**src/rtl/core/pic_pkg.sv**
```systemverilog
package pic_pkg;

	typedef enum logic [1:0] {
		ACT_WRITE = 2'd0,
		ACT_READ  = 2'd1,
		ACT_IRQ   = 2'd2,
		ACT_ACK   = 2'd3
	} action_t;

	typedef enum logic [2:0] {
		OP_ROT_OFF  = 3'd0,
		OP_EOI      = 3'd1,
		OP_NOP      = 3'd2,
		OP_SEOI     = 3'd3,
		OP_ROT_ON   = 3'd4,
		OP_ROT_EOI  = 3'd5,
		OP_SET_PRIO = 3'd6,
		OP_ROT_SEOI = 3'd7
	} ocw2_op_t;

	localparam logic       PORT_CMD  = 1'b0;
	localparam logic       PORT_MASK = 1'b1;

	localparam logic [1:0] RSEL_IRR  = 2'b10;
	localparam logic [1:0] RSEL_ISR  = 2'b11;
	localparam logic [1:0] SMM_CLR   = 2'b10;
	localparam logic [1:0] SMM_SET   = 2'b11;

	localparam logic [7:0] VEC_BASE_MASK = 8'hF8;
	localparam logic [7:0] READ_NONE     = 8'hFF;

	localparam logic [1:0] STEP_IDLE = 2'd0;
	localparam logic [1:0] STEP_ICW4 = 2'd3;

	typedef struct packed {
		logic       found;
		logic [2:0] line;
	} prio_t;

endpackage

```
**src/rtl/core/pic_in_if.sv**
```systemverilog
interface pic_in_if;
	logic              valid;
	logic              ready;
	pic_pkg::action_t  action;
	logic              port_select;
	logic [7:0]        write_data;
	logic [2:0]        irq_line;
	logic              irq_level;

	modport source (output valid, action, port_select, write_data, irq_line, irq_level,
		input ready);
	modport sink (input valid, action, port_select, write_data, irq_line, irq_level,
		output ready);
endinterface

```
**src/rtl/core/pic_out_if.sv**
```systemverilog
interface pic_out_if;
	logic       valid;
	logic       ready;
	logic [7:0] read_data;
	logic       init_done;
	logic       ack_taken;
	logic [7:0] vector;
	logic       int_pending;
	logic [2:0] pending_line;

	modport source (output valid, read_data, init_done, ack_taken, vector, int_pending,
		pending_line, input ready);
	modport sink (input valid, read_data, init_done, ack_taken, vector, int_pending,
		pending_line, output ready);
endinterface

```
**src/rtl/core/pic_prio.sv**
```systemverilog
module pic_prio (
	input  logic [7:0]     bits,
	input  logic [2:0]     top,
	output pic_pkg::prio_t res
);
	logic [15:0] dbl;
	logic [7:0]  rot;
	logic [2:0]  idx;
	logic        hit;

	// rotate so the top-priority line sits at bit 0
	assign dbl = {bits, bits} >> top;
	assign rot = dbl[7:0];

	always_comb begin
		idx = 3'd0;
		hit = 1'b0;
		for (int k = 7; k >= 0; k--) begin
			if (rot[k]) begin
				idx = 3'(k);
				hit = 1'b1;
			end
		end
	end

	assign res.found = hit;
	assign res.line  = hit ? idx + top : 3'd0;
endmodule

```
**src/rtl/core/programmable_interrupt_controller.sv**
```systemverilog
// channel  modport  payload                                              handshake
// req      sink     action, port_select, write_data, irq_line, irq_level  valid/ready
// rsp      source   read_data, init_done, ack_taken, vector,              valid/ready
//                   int_pending, pending_line
//
// one word in per cycle unless the result side stalls, its result passing an input and then a result register
// the rotating priority encode of the request, in-service and mask bits sets the logic depth
// reset clears all controller state and both pipeline valids
// a stalled result register holds the input register, which then holds req.ready low
module programmable_interrupt_controller (
	input logic           clk,
	input logic           arst_n,
	pic_in_if.sink        req,
	pic_out_if.source     rsp
);
	logic             valid_s1;
	pic_pkg::action_t act_s1;
	logic             port_s1;
	logic [7:0]       data_s1;
	logic [2:0]       line_s1;
	logic             lvl_s1;

	logic             valid_s2;
	logic [7:0]       rd_s2;
	logic             done_s2;
	logic             taken_s2;
	logic [7:0]       vec_s2;
	logic             pend_s2;
	logic [2:0]       pline_s2;

	logic [7:0] irr_q, isr_q, imr_q, ocw2_q, ocw3_q;
	logic [7:0] icw_q [4];
	logic [1:0] step_q;
	logic [2:0] top_q;
	logic       smm_q, arot_q;

	logic [7:0] irr_d, isr_d, imr_d, ocw2_d, ocw3_d;
	logic [7:0] icw_d [4];
	logic [1:0] step_d;
	logic [2:0] top_d;
	logic       smm_d, arot_d;

	logic [7:0] rd_d, vec_d;
	logic       done_d, taken_d;
	logic       adv;

	pic_pkg::prio_t svc_res, ack_res, post_res;

	assign adv       = valid_s1 && (!valid_s2 || rsp.ready);
	assign req.ready = !valid_s1 || adv;

	pic_prio u_svc  (.bits(isr_q), .top(top_q), .res(svc_res));
	pic_prio u_ack  (.bits(irr_q & ~isr_q & ~imr_q), .top(top_q), .res(ack_res));
	pic_prio u_post (.bits(irr_d & ~isr_d & ~imr_d), .top(top_d), .res(post_res));

	always_comb begin
		irr_d   = irr_q;
		isr_d   = isr_q;
		imr_d   = imr_q;
		ocw2_d  = ocw2_q;
		ocw3_d  = ocw3_q;
		icw_d   = icw_q;
		step_d  = step_q;
		top_d   = top_q;
		smm_d   = smm_q;
		arot_d  = arot_q;
		rd_d    = 8'd0;
		vec_d   = 8'd0;
		done_d  = 1'b0;
		taken_d = 1'b0;
		unique case (act_s1)
			pic_pkg::ACT_WRITE: begin
				if (port_s1 == pic_pkg::PORT_CMD) begin
					if (data_s1[4]) begin
						icw_d[0] = data_s1;
						step_d   = 2'd1;
					end else if (!data_s1[3]) begin
						ocw2_d = data_s1;
						unique case (pic_pkg::ocw2_op_t'(data_s1[7:5]))
							pic_pkg::OP_ROT_OFF: arot_d = 1'b0;
							pic_pkg::OP_EOI: begin
								if (svc_res.found)
									isr_d = isr_q & ~(8'd1 << svc_res.line);
							end
							pic_pkg::OP_NOP: ;
							pic_pkg::OP_SEOI: isr_d = isr_q & ~(8'd1 << data_s1[2:0]);
							pic_pkg::OP_ROT_ON: arot_d = 1'b1;
							pic_pkg::OP_ROT_EOI: begin
								if (svc_res.found) begin
									isr_d = isr_q & ~(8'd1 << svc_res.line);
									top_d = svc_res.line + 3'd1;
								end
							end
							pic_pkg::OP_SET_PRIO: top_d = data_s1[2:0] + 3'd1;
							pic_pkg::OP_ROT_SEOI: begin
								isr_d = isr_q & ~(8'd1 << data_s1[2:0]);
								top_d = data_s1[2:0] + 3'd1;
							end
							default: ;
						endcase
					end else begin
						ocw3_d = data_s1;
						if (data_s1[6:5] == pic_pkg::SMM_CLR)
							smm_d = 1'b0;
						else if (data_s1[6:5] == pic_pkg::SMM_SET)
							smm_d = 1'b1;
					end
				end else if (step_q == pic_pkg::STEP_IDLE) begin
					imr_d = data_s1;
				end else begin
					icw_d[step_q] = data_s1;
					step_d        = step_q + 2'd1;
					done_d        = (step_q == pic_pkg::STEP_ICW4);
				end
			end
			pic_pkg::ACT_READ: begin
				if (port_s1 == pic_pkg::PORT_MASK)
					rd_d = imr_q;
				else if (ocw3_q[1:0] == pic_pkg::RSEL_IRR)
					rd_d = irr_q;
				else if (ocw3_q[1:0] == pic_pkg::RSEL_ISR)
					rd_d = isr_q;
				else
					rd_d = pic_pkg::READ_NONE;
			end
			pic_pkg::ACT_IRQ: begin
				if (lvl_s1)
					irr_d = irr_q | (8'd1 << line_s1);
				else
					irr_d = irr_q & ~(8'd1 << line_s1);
			end
			pic_pkg::ACT_ACK: begin
				if (ack_res.found) begin
					isr_d   = isr_q | (8'd1 << ack_res.line);
					vec_d   = (icw_q[1] & pic_pkg::VEC_BASE_MASK) | {5'd0, ack_res.line};
					taken_d = 1'b1;
				end
			end
			default: ;
		endcase
	end

	always_ff @(posedge clk or negedge arst_n) begin
		if (!arst_n) begin
			valid_s1 <= 1'b0;
			valid_s2 <= 1'b0;
			irr_q    <= 8'd0;
			isr_q    <= 8'd0;
			imr_q    <= 8'd0;
			ocw2_q   <= 8'd0;
			ocw3_q   <= 8'd0;
			icw_q    <= '{default: 8'd0};
			step_q   <= pic_pkg::STEP_IDLE;
			top_q    <= 3'd0;
			smm_q    <= 1'b0;
			arot_q   <= 1'b0;
		end else begin
			if (req.valid && req.ready)
				valid_s1 <= 1'b1;
			else if (adv)
				valid_s1 <= 1'b0;
			if (adv)
				valid_s2 <= 1'b1;
			else if (rsp.ready)
				valid_s2 <= 1'b0;
			if (adv) begin
				irr_q  <= irr_d;
				isr_q  <= isr_d;
				imr_q  <= imr_d;
				ocw2_q <= ocw2_d;
				ocw3_q <= ocw3_d;
				icw_q  <= icw_d;
				step_q <= step_d;
				top_q  <= top_d;
				smm_q  <= smm_d;
				arot_q <= arot_d;
			end
		end
	end

	always_ff @(posedge clk) begin
		if (req.valid && req.ready) begin
			act_s1  <= req.action;
			port_s1 <= req.port_select;
			data_s1 <= req.write_data;
			line_s1 <= req.irq_line;
			lvl_s1  <= req.irq_level;
		end
		if (adv) begin
			rd_s2    <= rd_d;
			done_s2  <= done_d;
			taken_s2 <= taken_d;
			vec_s2   <= vec_d;
			pend_s2  <= post_res.found;
			pline_s2 <= post_res.line;
		end
	end

	assign rsp.valid        = valid_s2;
	assign rsp.read_data    = rd_s2;
	assign rsp.init_done    = done_s2;
	assign rsp.ack_taken    = taken_s2;
	assign rsp.vector       = vec_s2;
	assign rsp.int_pending  = pend_s2;
	assign rsp.pending_line = pline_s2;

	a_ack_sets_isr: assert property (@(posedge clk) disable iff (!arst_n)
		adv && act_s1 == pic_pkg::ACT_ACK && ack_res.found |=> isr_q[$past(ack_res.line)])
		else $error("acknowledged line not in service");

	a_init_keeps_mask: assert property (@(posedge clk) disable iff (!arst_n)
		adv && act_s1 == pic_pkg::ACT_WRITE && port_s1 == pic_pkg::PORT_MASK
		&& step_q != pic_pkg::STEP_IDLE |=> $stable(imr_q))
		else $error("mask changed during init sequence");

	a_s1_held: assert property (@(posedge clk) disable iff (!arst_n)
		valid_s1 && !adv |=> valid_s1 && $stable(data_s1) && $stable(act_s1))
		else $error("input stage overwritten while stalled");

	a_done_idle: assert property (@(posedge clk) disable iff (!arst_n)
		valid_s2 && done_s2 |-> step_q == pic_pkg::STEP_IDLE)
		else $error("init done reported with init still open");
endmodule

```
**src/flat_wrapper.sv**
```systemverilog
// flat-port wrapper written by rule: the top's interface ports become plain ports
module programmable_interrupt_controller_flat 
  (clk, arst_n, req_valid, req_action, req_port_select, req_write_data, req_irq_line, req_irq_level, req_ready, rsp_valid, rsp_read_data, rsp_init_done, rsp_ack_taken, rsp_vector, rsp_int_pending, rsp_pending_line, rsp_ready);
  pic_in_if req_i ();
  pic_out_if rsp_i ();
  input logic clk;
  input logic arst_n;
  input wire logic [$bits(req_i.valid)-1:0] req_valid;
  input wire logic [$bits(req_i.action)-1:0] req_action;
  input wire logic [$bits(req_i.port_select)-1:0] req_port_select;
  input wire logic [$bits(req_i.write_data)-1:0] req_write_data;
  input wire logic [$bits(req_i.irq_line)-1:0] req_irq_line;
  input wire logic [$bits(req_i.irq_level)-1:0] req_irq_level;
  output wire logic [$bits(req_i.ready)-1:0] req_ready;
  output wire logic [$bits(rsp_i.valid)-1:0] rsp_valid;
  output wire logic [$bits(rsp_i.read_data)-1:0] rsp_read_data;
  output wire logic [$bits(rsp_i.init_done)-1:0] rsp_init_done;
  output wire logic [$bits(rsp_i.ack_taken)-1:0] rsp_ack_taken;
  output wire logic [$bits(rsp_i.vector)-1:0] rsp_vector;
  output wire logic [$bits(rsp_i.int_pending)-1:0] rsp_int_pending;
  output wire logic [$bits(rsp_i.pending_line)-1:0] rsp_pending_line;
  input wire logic [$bits(rsp_i.ready)-1:0] rsp_ready;
  assign req_i.valid = req_valid;
  assign req_i.action = req_action;
  assign req_i.port_select = req_port_select;
  assign req_i.write_data = req_write_data;
  assign req_i.irq_line = req_irq_line;
  assign req_i.irq_level = req_irq_level;
  assign req_ready = req_i.ready;
  assign rsp_valid = rsp_i.valid;
  assign rsp_read_data = rsp_i.read_data;
  assign rsp_init_done = rsp_i.init_done;
  assign rsp_ack_taken = rsp_i.ack_taken;
  assign rsp_vector = rsp_i.vector;
  assign rsp_int_pending = rsp_i.int_pending;
  assign rsp_pending_line = rsp_i.pending_line;
  assign rsp_i.ready = rsp_ready;
  programmable_interrupt_controller u_core (.clk(clk), .arst_n(arst_n), .req(req_i), .rsp(rsp_i));
endmodule
```
**config.mk**
```make
export PLATFORM = sky130hd
export DESIGN_NAME = programmable_interrupt_controller_flat
export DESIGN_NICKNAME = d
export VERILOG_FILES = /design/src/rtl/core/pic_pkg.sv /design/src/rtl/core/pic_in_if.sv /design/src/rtl/core/pic_out_if.sv /design/src/rtl/core/pic_prio.sv /design/src/rtl/core/programmable_interrupt_controller.sv /design/src/flat_wrapper.sv
export SDC_FILE = /design/constraint.sdc
export NUM_CORES = 1
export LEC_CHECK = 0
export BUFFER_PORTS_ARGS = -buffer_cell sky130_fd_sc_hd__buf_2
export CAP_MARGIN = 20
export CORE_MARGIN = 5
export CORE_UTILIZATION = 43
export CTS_CLUSTER_SIZE = 20
export DETAILED_ROUTE_END_ITERATION = 10
export SKIP_LAST_GASP = 1
export SYNTH_ARGS = -nofsm -noshare
export SYNTH_HDL_FRONTEND = slang
export SYNTH_SLANG_ARGS = --single-unit
```
**constraint.sdc**
```tcl
create_clock -name clk -period 17.6 [get_ports clk]
set_input_delay 0.88 -clock clk [delete_from_list [all_inputs] [get_ports clk]]
set_output_delay 0.88 -clock clk [all_outputs]
set_load 0.02 [all_outputs]
```
== Yosys cells after proc, flatten, opt, wreduce, memory -nomap -nowiden ==
Index checks and enable logic that the tools add are counted.
Storage, ports and cells
  output and inout bits: 24
  bits of input ports: 19
  word-level logic and storage cells: 177
  register bits: 102
Operators by class
  magnitude comparators: 2
  shift operators: 7
  add/sub/neg operators: 6
  mux-type cells: 85
  reduce and logical (&&, ||, !) cells: 20
  eq/ne operators: 12
  bitwise operators: 22
Operator list (count)
  $mux 8: 16
  $mux 3: 31
  $and 8x8->8: 7
  $not 8->8: 7
  $shr 16x3->8: 3
  $bwmux 32: 1
  $mux 32: 1
  $pmux 8 s2: 2
  $shl 1x3->8 const A: 4
  $mux 1: 29
  $demux 8 s2: 1
  $or 8x8->8: 2
  $eq 2x2->1 const B: 5
  $add 3x3->3: 3
  $eq 3x3->1 const B: 3
  $or 8x3->8: 1
  $reduce_and 4->1: 2
  $add 3x1->3 const B: 2
  $mux 2: 3
  $pmux 3 s2: 1
  $reduce_bool 2->1: 3
  $reduce_or 2->1: 3
  $reduce_and 5->1: 1
  $logic_not 2->1: 2
  other kinds (14): 21

== Logic depth before layout (Yosys ltp) ==
Gate-level depths: netlist of run 1.
  depth in word-level cells: 33
  mapped depth: 33
  mapped depth without buffers: 31

== Cells and area by module ==
Synthesis of run 1 repeated with hierarchy kept, for this count alone.
Second synthesis, totals
  cells, all modules: 568
  area total of the unflattened synthesis: 5884.4 um^2
By module, submodules not included
  programmable_interrupt_controller: times used 1, seq. area each 2062.0 um^2, cells each 355, area each 4071.4 um^2
  pic_prio: times used 3, seq. area each 0.0 um^2, cells each 71, area each 604.3 um^2

== Worst setup path before layout of run 1 ==
Ideal clock, no wire load.
  path kind: flip-flop to flip-flop
  start point: reg u_core.top_q[0]
  end point: reg u_core.pline_s2[2] (netlist: u_core.rsp.pending_line[2]) (data pin)
  data required time: 17.455 ns
  setup slack: 10.864 ns
  path buffers: 4
  arrival: 6.591 ns
  setup time: 0.145 ns
  stages on the path, launching flop included: 31
  clock period less this slack: 6.736 ns
  cells stage by stage: dfrtp_1 -> buf_4 -> buf_2 -> clkbuf_1 -> a21oi_1 -> mux2i_1 -> o21ai_0 -> a221o_1 -> a221oi_1 -> o21ai_0 -> nand3b_1 -> o31ai_1 -> ha_1 -> inv_1 -> fa_1 -> nor2_1 -> ha_1 -> ha_1 -> a21oi_2 -> a221o_1 -> buf_1 -> mux2_2 -> o21ai_0 -> a41oi_1 -> a221oi_1 -> ha_1 -> inv_1 -> fa_1 -> xnor2_1 -> or4_1 -> o21ai_1
On the way
  word-level cells in the longest chain between the ends: 33
  elaborated cells on any way between the ends: 78
  classes of those cells: add/sub: 4; shift: 5; mux: 63; bitwise: 6
Ends and longest elaborated chain
  start, declared: line programmable_interrupt_controller.sv:34  | logic [2:0] top_q;
  start signal, assigned: line programmable_interrupt_controller.sv:174  | top_q <= top_d;
  $shr 16x3->8: line pic_prio.sv:12  | assign dbl = {bits, bits} >> top;
  $mux 3 (8 in a row): line pic_prio.sv:19  | if (rot[k]) begin
  $add 3x3->3: line pic_prio.sv:27  | assign res.line = hit ? idx + top : 3'd0;
  $mux 3: line pic_prio.sv:27
  $shl 1x3->8: line programmable_interrupt_controller.sv:83, programmable_interrupt_controller.sv:90
  $not 8->8: line programmable_interrupt_controller.sv:83, programmable_interrupt_controller.sv:90
  $and 8x8->8: line programmable_interrupt_controller.sv:83, programmable_interrupt_controller.sv:90
  $mux 8: line programmable_interrupt_controller.sv:82, programmable_interrupt_controller.sv:89
  (+2 left out)
  $mux 8: line programmable_interrupt_controller.sv:74  | if (data_s1[4]) begin
  $mux 8: line programmable_interrupt_controller.sv:73  | if (port_s1 == pic_pkg::PORT_CMD) begin
  $pmux 8 s2: line programmable_interrupt_controller.sv:71  | unique case (act_s1)
  $not 8->8: line programmable_interrupt_controller.sv:54  | pic_prio u_post (.bits(irr_d & ~isr_d & ~imr_d), .top(top_d), .res(post_res));
  $and 8x8->8 (2 in a row): line programmable_interrupt_controller.sv:54
  $shr 16x3->8: line pic_prio.sv:12
  $mux 3 (8 in a row): line pic_prio.sv:19
  $add 3x3->3: line pic_prio.sv:27
  end signal, assigned: line programmable_interrupt_controller.sv:195  | pline_s2 <= post_res.line;
  end, declared: line programmable_interrupt_controller.sv:29  | logic [2:0] pline_s2;
Several ways; a longest one is shown, not always the timed one.
A chain may end at the register's enable or synchronous reset.

== Worst setup path after layout of run 1 ==
  start point: reg u_core.top_q[1]
  end point: reg u_core.pline_s2[2] (netlist: u_core.rsp.pending_line[2]) (data pin)
The elaborated chain is that of the path after synthesis.

==> results of run 1 <==
## synthesized netlist by cell type (all sizes together), types with 13 or more instances
| cell | number | area share (%) |
|---|---|---|
| a21oi | 40 | 3.4 |
| a221oi | 16 | 2.9 |
| buf | 13 | 1.2 |
| clkbuf | 21 | 1.3 |
| dfrtp | 38 | 16 |
| edfxtp | 37 | 18 |
| ha | 22 | 4.5 |
| inv | 26 | 1.6 |
| mux2 | 25 | 4.6 |
| mux2i | 21 | 3.5 |
| nand2 | 69 | 4.3 |
| nand3 | 21 | 1.7 |
| nor2 | 38 | 2.4 |
| nor3 | 25 | 2.1 |
| o21ai | 46 | 3.9 |
## worst paths after layout
kind / start / to / slack (ns) / depth (start not counted)
max in group asynchronous: arst_n / u_core.irr_q[6] / 16.34 / 1
min in group asynchronous: arst_n / u_core.rsp.valid / 0.66 / 1
worst min-delay path: u_core.valid_s1 / u_core.rsp.valid / 0.49 / 1
worst max register to register: u_core.top_q[1] / u_core.rsp.pending_line[2] / 10.21 / 28
worst min register to register: u_core.valid_s1 / u_core.rsp.valid / 0.49 / 1
worst max-delay path: u_core.top_q[1] / u_core.rsp.pending_line[2] / 10.21 / 28
## per-layer routing
metal	share of wire (%)	GRT usage [%]
met3	7.3	4.94
met4	2.8	7.91
met2	45	35.1
met5	0	0
met1	45	32.8
## power groups by stage
stage | clock (mW) | combinational, mW | sequential (mW)
floorplan | 0 | 0.493 | 0.274
global placement | 0 | 0.634 | 0.296
detailed placement | 0 | 0.641 | 0.297
CTS | 0.177 | 0.650 | 0.294
global route | 0.186 | 0.725 | 0.302
finish | 0.174 | 0.661 | 0.298
## layout make-up
cell class	count	area, um2
clock buffer	12	246
clock inverter	4	27.5
fill	1307	7150
inverter	28	105
multi-input combinational	532	3740
sequential	75	2060
tap	180	225
timing repair buffer	49	263
## worst reg2reg max path, delay by kind of cell, from the launching register on
family / cells / cell delay, ns
simple gates: 6 / 1.25
compound gates: 10 / 2.71
fa+ha+maj: 6 / 1.61
flops: 1 / 0.36
mux: 1 / 0.31
xor+xnor: 1 / 0.15
buf+inv: 4 / 0.87
## cells by family after synthesis
kind of cell / after synthesis / share of synthesized area (%)
buffers and inverters: 62 / 4.19
AO/OA/AOI/OAI: 209 / 24.9
multiplexers: 46 / 8.11
adder cells (fa/ha/maj): 25 / 5.53
XOR/XNOR: 7 / 1.01
AND/OR/NAND/NOR: 245 / 22.2
flip-flops: 75 / 34.0
## cells in the final DEF (no fill, tap or decap), drive strengths merged, types with 11 or more instances in the layout
cell,count
nor3,25
inv,27
nor2,38
clkbuf,12
ha,22
a211oi,12
mux2i,21
a31oi,12
o21ai,46
a221oi,16
edfxtp,37
nor3b,12
nand2,69
and2,11
dfrtp,38
nand3,21
a21oi,40
o211ai,12
mux2,25
buf,49
## per-stage QoR
| step | cell area, um2 | setup WS (ns) |
|---|---|---|
| finish | 6670 | 10.21 |
| global route | 6670 | 9.69 |
| detailed placement | 6400 | 10.32 |
| floorplan | 6060 | 10.86 |
| global placement | 6400 | 10.62 |
| CTS | 6670 | 10.26 |
## sequential cells by signal, indices dropped and copies added (netlist names), 2 cells and up
name,flops
u_core.imr_q,8
u_core.act_s1,2
u_core.isr_q,8
u_core.rsp.read_data,8
u_core.rsp.vector,8
u_core.icw_q,5
u_core.step_q,2
u_core.rsp.pending_line,3
u_core.data_s1,8
u_core.irr_q,8
u_core.top_q,3
u_core.ocw3_q,2
u_core.line_s1,3
==> summary.txt, run 1 <==
Global route
  • First-pass GRT wire length: 30100 um
  • Vias in the first global route: 5344
  • Largest net degree at the start of global routing: 41
  • Global Route Usage Sum: about 23%
  • Initial antenna violation count: 0
  • Grt total ovfl: 0

Critical path
  • Critical path capture point type: flop
  • Crit start category: flop
  • WP buf/inv: 4
  • Slowest cell on crit path: a221oi_4
  • Critical path's top delay family: compound AO/OA/AOI/OAI gates
  • Req. time, crit path: 17.80 ns
  • Critical path data arrival time: 7.59 ns
  • CP max FO: 40
  • Critical path class: reg2reg
  • CP dominant cell by count: ha_1
  • Crit-path max cell delay: 0.66 ns

STA
  • Worst slew pin tran: 1.01 ns
  • Fin crit period: 7.39 ns
  • Final Hold Viols: 0
  • Part of the cycle the worst path needs: 42.0%
  • Max_slew headroom: 31.0%
  • Min Hold Slack: 0.490 ns
  • Final Max Slew Viols: 0
  • Setup TNS: 0 ns
  • Final setup fails: 0
  • Highest clock rate: 0.135 GHz
  • Worst clock skew: 0.00670 ns
  • RSZ-0062 raised after global routing: no

Synth
  • Synth Register Bits: 75
  • Mapped cell area: 6060 um2
  • Post-Synthesis Net Count: 713
  • Cells after Synth: 669
  • Top FF cell, synth: dfrtp_1
  • Sequential element share of the synthesized area: 34.0%
  • Synth cell types: between 80 and 90
  • Async SR Flop Fraction: between 50 and 60%
  • EDFF count, synth: 37
  • Syn Area/Cell: between 9 and 10 um2
  • Synth warn: 0

Routing
  • Total Wirelength: 18600 um
  • DR vias: roughly 5700
  • Wirelength per Cell: 21.1 um
  • ANT nets after route: 0
  • 1st-pass router iterations: 5
  • Post-route DRC: 0
  • Vias per inst: 6.51
  • DR iter-0 viols: 560

Power
  • Logic gate share of total power: 58.4%
  • Fraction of power consumed by the clock network: about 15%
  • Sw power: 555 uW
  • Pwr dens: about 170 nW/um2
  • Pint: roughly 580 uW
  • Power after layout: roughly 1.1 mW
  • Leak: 2.58 nW
  • Sw Ratio: 49.0%
  • Max VDD drop: 0.0996 mV
  • Proportion of power drawn by flip-flops and latches: 26.3%

Die
  • Total die area: 16600 um2
  • Die height: 129 um
  • Row cnt: 43
  • Die X: between 100 and 150 um
  • Core outline area: 13800 um2
  • Starting Density: 43.8%
  • Ports: 43

Layout
  • Fin nets: roughly 740
  • Final std cells w/o fill: 880
  • Share of layout cells above drive strength 1: a little under a fifth
  • Area grow syn2layout: 10.1%
  • Diodes inserted: 0
  • End-of-flow core utilization: between 40% and 50%

CTS
  • TritonCTS clock tree: done
  • Post-CTS Resized: 0
  • Clk root buf: clkbuf_16
  • Hold-fix buffers, CTS: 0
  • Post-CTS Setup Repair Bufs: 0
  • CTS buffer count: 9
  • Clock insertion delay at the later pin of the skew report: approximately 0.34 ns
  • Clock Path Buffers: 2
  • Clk sinks: 75
  • CTS clk-pin slew, worst paths: 0.06 ns
  • CTS H-tree depth: 3

Outcome
  • Status: finished, final reports clean

Run
  • Max_cap viols: 0

Min path
  • Hold WC Path Type: reg2reg

Placement
  • IO Port Bufs: 42
  • Post-DP HPWL: around 14000 um
  • DP Cell Count: 864
  • Final GP Congestion: 0.944
(Power assumes the default switching activity.)
==> run 2: changes to the inputs <==
==> constraint.sdc (replaced) <==
create_clock -name clk -period 6.2 [get_ports clk]
set_input_delay 0.31 -clock clk [delete_from_list [all_inputs] [get_ports clk]]
set_output_delay 0.31 -clock clk [all_outputs]
set_load 0.02 [all_outputs]
==> run 2 against run 1 <==
The flow now finishes with violations (negative setup slack); sequential share of layout area down 5.4 points; fmax increased by 16%; global-route usage up 1.8 points; setup slack got worse by 10 ns; critical path depth rose by 2; first-iteration DRC count shrank 6.6%; flip-flop and latch count did not move; utilization rose by 10 points; combinational power grew to 4.3 times the previous value; clock skew rose by 0.0017 ns.
==> summary.txt, run 2 (synthesis gave the netlist of run 1 again) <==
Outcome
  • Status: complete, but fails checks
  • Failing checks: negative setup slack

Die
  • Core outline area: between 10000 and 15000 um2
  • Ports: 43
  • Starting Density: 43.8%
  • Die height: 129 um
  • Total die area: 16600 um2
  • Die X: 129 um
  • Row cnt: 43

Global route
  • Initial antenna violation count: 0
  • Global Route Usage Sum: ~25%
  • First-pass GRT wire length: 32100 um
  • Vias in the first global route: 5925
  • Largest net degree at the start of global routing: 39
  • Grt total ovfl: 0

Power
  • Logic gate share of total power: 68.5%
  • Sw power: 1.91 mW
  • Sw Ratio: 46.4%
  • Leak: 3.29 nW
  • Pint: 2.21 mW
  • Max VDD drop: 0.265 mV
  • Fraction of power consumed by the clock network: 12.9%
  • Proportion of power drawn by flip-flops and latches: 18.7%
  • Pwr dens: 509 nW/um2

Placement
  • Post-DP HPWL: 15800 um
  • Post-DP Area: approximately 7200 um2
  • Pre-CTS setup slack: -0.610 ns
  • Final GP Congestion: 0.922
  • IO Port Bufs: 42

STA
  • Fin crit period: 6.35 ns
  • Worst clock skew: 0.00840 ns
  • Final worst setup slack: -0.148 ns
  • Highest clock rate: about 0.16 GHz
  • Max_slew headroom: 25.0%
  • Final Max Slew Viols: 0
  • Worst slew pin tran: 1.11 ns
  • Final Hold Viols: 0
  • Setup TNS: -0.148 ns
  • Final setup fails: 1
  • Part of the cycle the worst path needs: 102%
  • RSZ-0062 raised after global routing: yes

Routing
  • DR iter-0 viols: around 520
  • Total Wirelength: 21300 um
  • Wirelength per Cell: about 21 um
  • Post-route DRC: 0
  • DR vias: 6141
  • 1st-pass router iterations: 6
  • ANT nets after route: 0
  • Vias per inst: 6.16

Layout
  • Fillers: 1202
  • Area grow syn2layout: 33.5%
  • Share of layout cells above drive strength 1: about two fifths
  • Most frequent cells in the layout: buf_4, nand2_1, buf_2
  • Most common cell after layout, fill and taps aside: buf_4
  • Fin nets: 856
  • Final Instance Area: 8090 um2
  • Diodes inserted: 0

Critical path
  • CP max FO: 6
  • FF-to-FF End: u_core.rsp.pending_line[2]
  • CP dominant cell by count: ha_2
  • Req. time, crit path: ~6.4 ns
  • Crit start category: flop
  • Critical path class: reg2reg
  • Crit-path max cell delay: 0.47 ns
  • Critical path capture point type: flop
  • Slowest cell on crit path: dfrtp_2
  • Worst setup path startpoint: u_core.top_q[0]
  • Critical path data arrival time: 6.55 ns
  • Worst R2R Start: u_core.top_q[0]
  • Worst reg2reg path depth: 30
  • Worst reg2reg setup slack: -0.15 ns

Run
  • Max_cap viols: 0

CTS
  • CTS buffer count: 9
  • Clk sinks: 75
  • Clock insertion delay at the later pin of the skew report: 0.34 ns
  • CTS clk-pin slew, worst paths: 0.06 ns
  • CTS H-tree depth: 3
  • Clock Path Buffers: 2
  • Clk root buf: clkbuf_16
  • TritonCTS clock tree: done

Min path
  • Hold WC Path Type: in2async
## run 2: cell count changes in the layout (fill, tap and decap cells not counted), sizes merged
cell and delta:
buf +117, bufinv +1, clkbuf -2, clkinv -1
clkinvlp +2
## run 2: metal layers
metal / part of all wire, % / routed length [um] / vias up / GRT usage [%]
li1: - / - / 2849 / -
met1: 45 / 9620 / 2999 / 35.1
met2: 47 / 9910 / 248 / 39.3
met3: 5.7 / 1220 / 45 / 3.40
met4: 2.6 / 548 / 0 / 9.51
met5: 0 / 0 / - / 0
## run 2: worst max path at each step
stage / slack (ns) / cells past startpoint / endpoint
floorplan: 0.001 / 30 / u_core.rsp.pending_line[2]
global placement: -0.44 / 28 / u_core.rsp.pending_line[2]
detailed placement: -0.61 / 28 / u_core.rsp.pending_line[2]
CTS: -0.33 / 32 / u_core.rsp.pending_line[2]
global route: -0.47 / 29 / u_core.rsp.pending_line[2]
finish: -0.15 / 30 / u_core.rsp.pending_line[2]
## run 2: metrics by stage
step                      std cells  utilization [%]  power [mW]  hold WS [ns]
after floorplan                 669                -        2.21        0.0144
after global placement          974             52.3        3.13         0.458
after detailed placement        974             52.3        3.18         0.489
after CTS                       991             55.2        3.80         0.126
after global routing            997             58.5        4.35         0.127
final                           997             58.5        4.12         0.117
## run 2: worst max-delay path: cells and delay by family, from the launching register on
family          cells  cell delay, ns
mux                 2            0.58
flops               1            0.47
simple gates        7            1.33
fa+ha+maj           6            1.50
compound gates     11            1.91
buf+inv             3            0.26
xor+xnor            1            0.14
## run 2: layout make-up
cell class              count  area (um2)  area share (%)
flip-flops and latches     75        2060            25.5
well taps                 180         225            2.78
multi-input cells         532        4230            52.3
clock inverters             6        66.3           0.820
repair buffers            166        1170            14.5
inverters                  28         105            1.30
clock buffers              10         229            2.83
## run 2: power by group through the flow
| stage | sequential [mW] | combinational [mW] | clock [mW] |
|---|---|---|---|
| after floorplan | 0.778 | 1.43 | 0 |
| after detailed placement | 0.763 | 2.41 | 0 |
| final | 0.769 | 2.82 | 0.530 |
| after global routing | 0.780 | 3.01 | 0.561 |
| after global placement | 0.759 | 2.37 | 0 |
| after CTS | 0.754 | 2.51 | 0.540 |
## run 2: timing repair
item,CTS,global route
buffers inserted,1,8
gates cloned,0,0
hold buffers,0,0
resized for setup,25,79
setup endpoints to repair,2,4
pin swaps,12,18
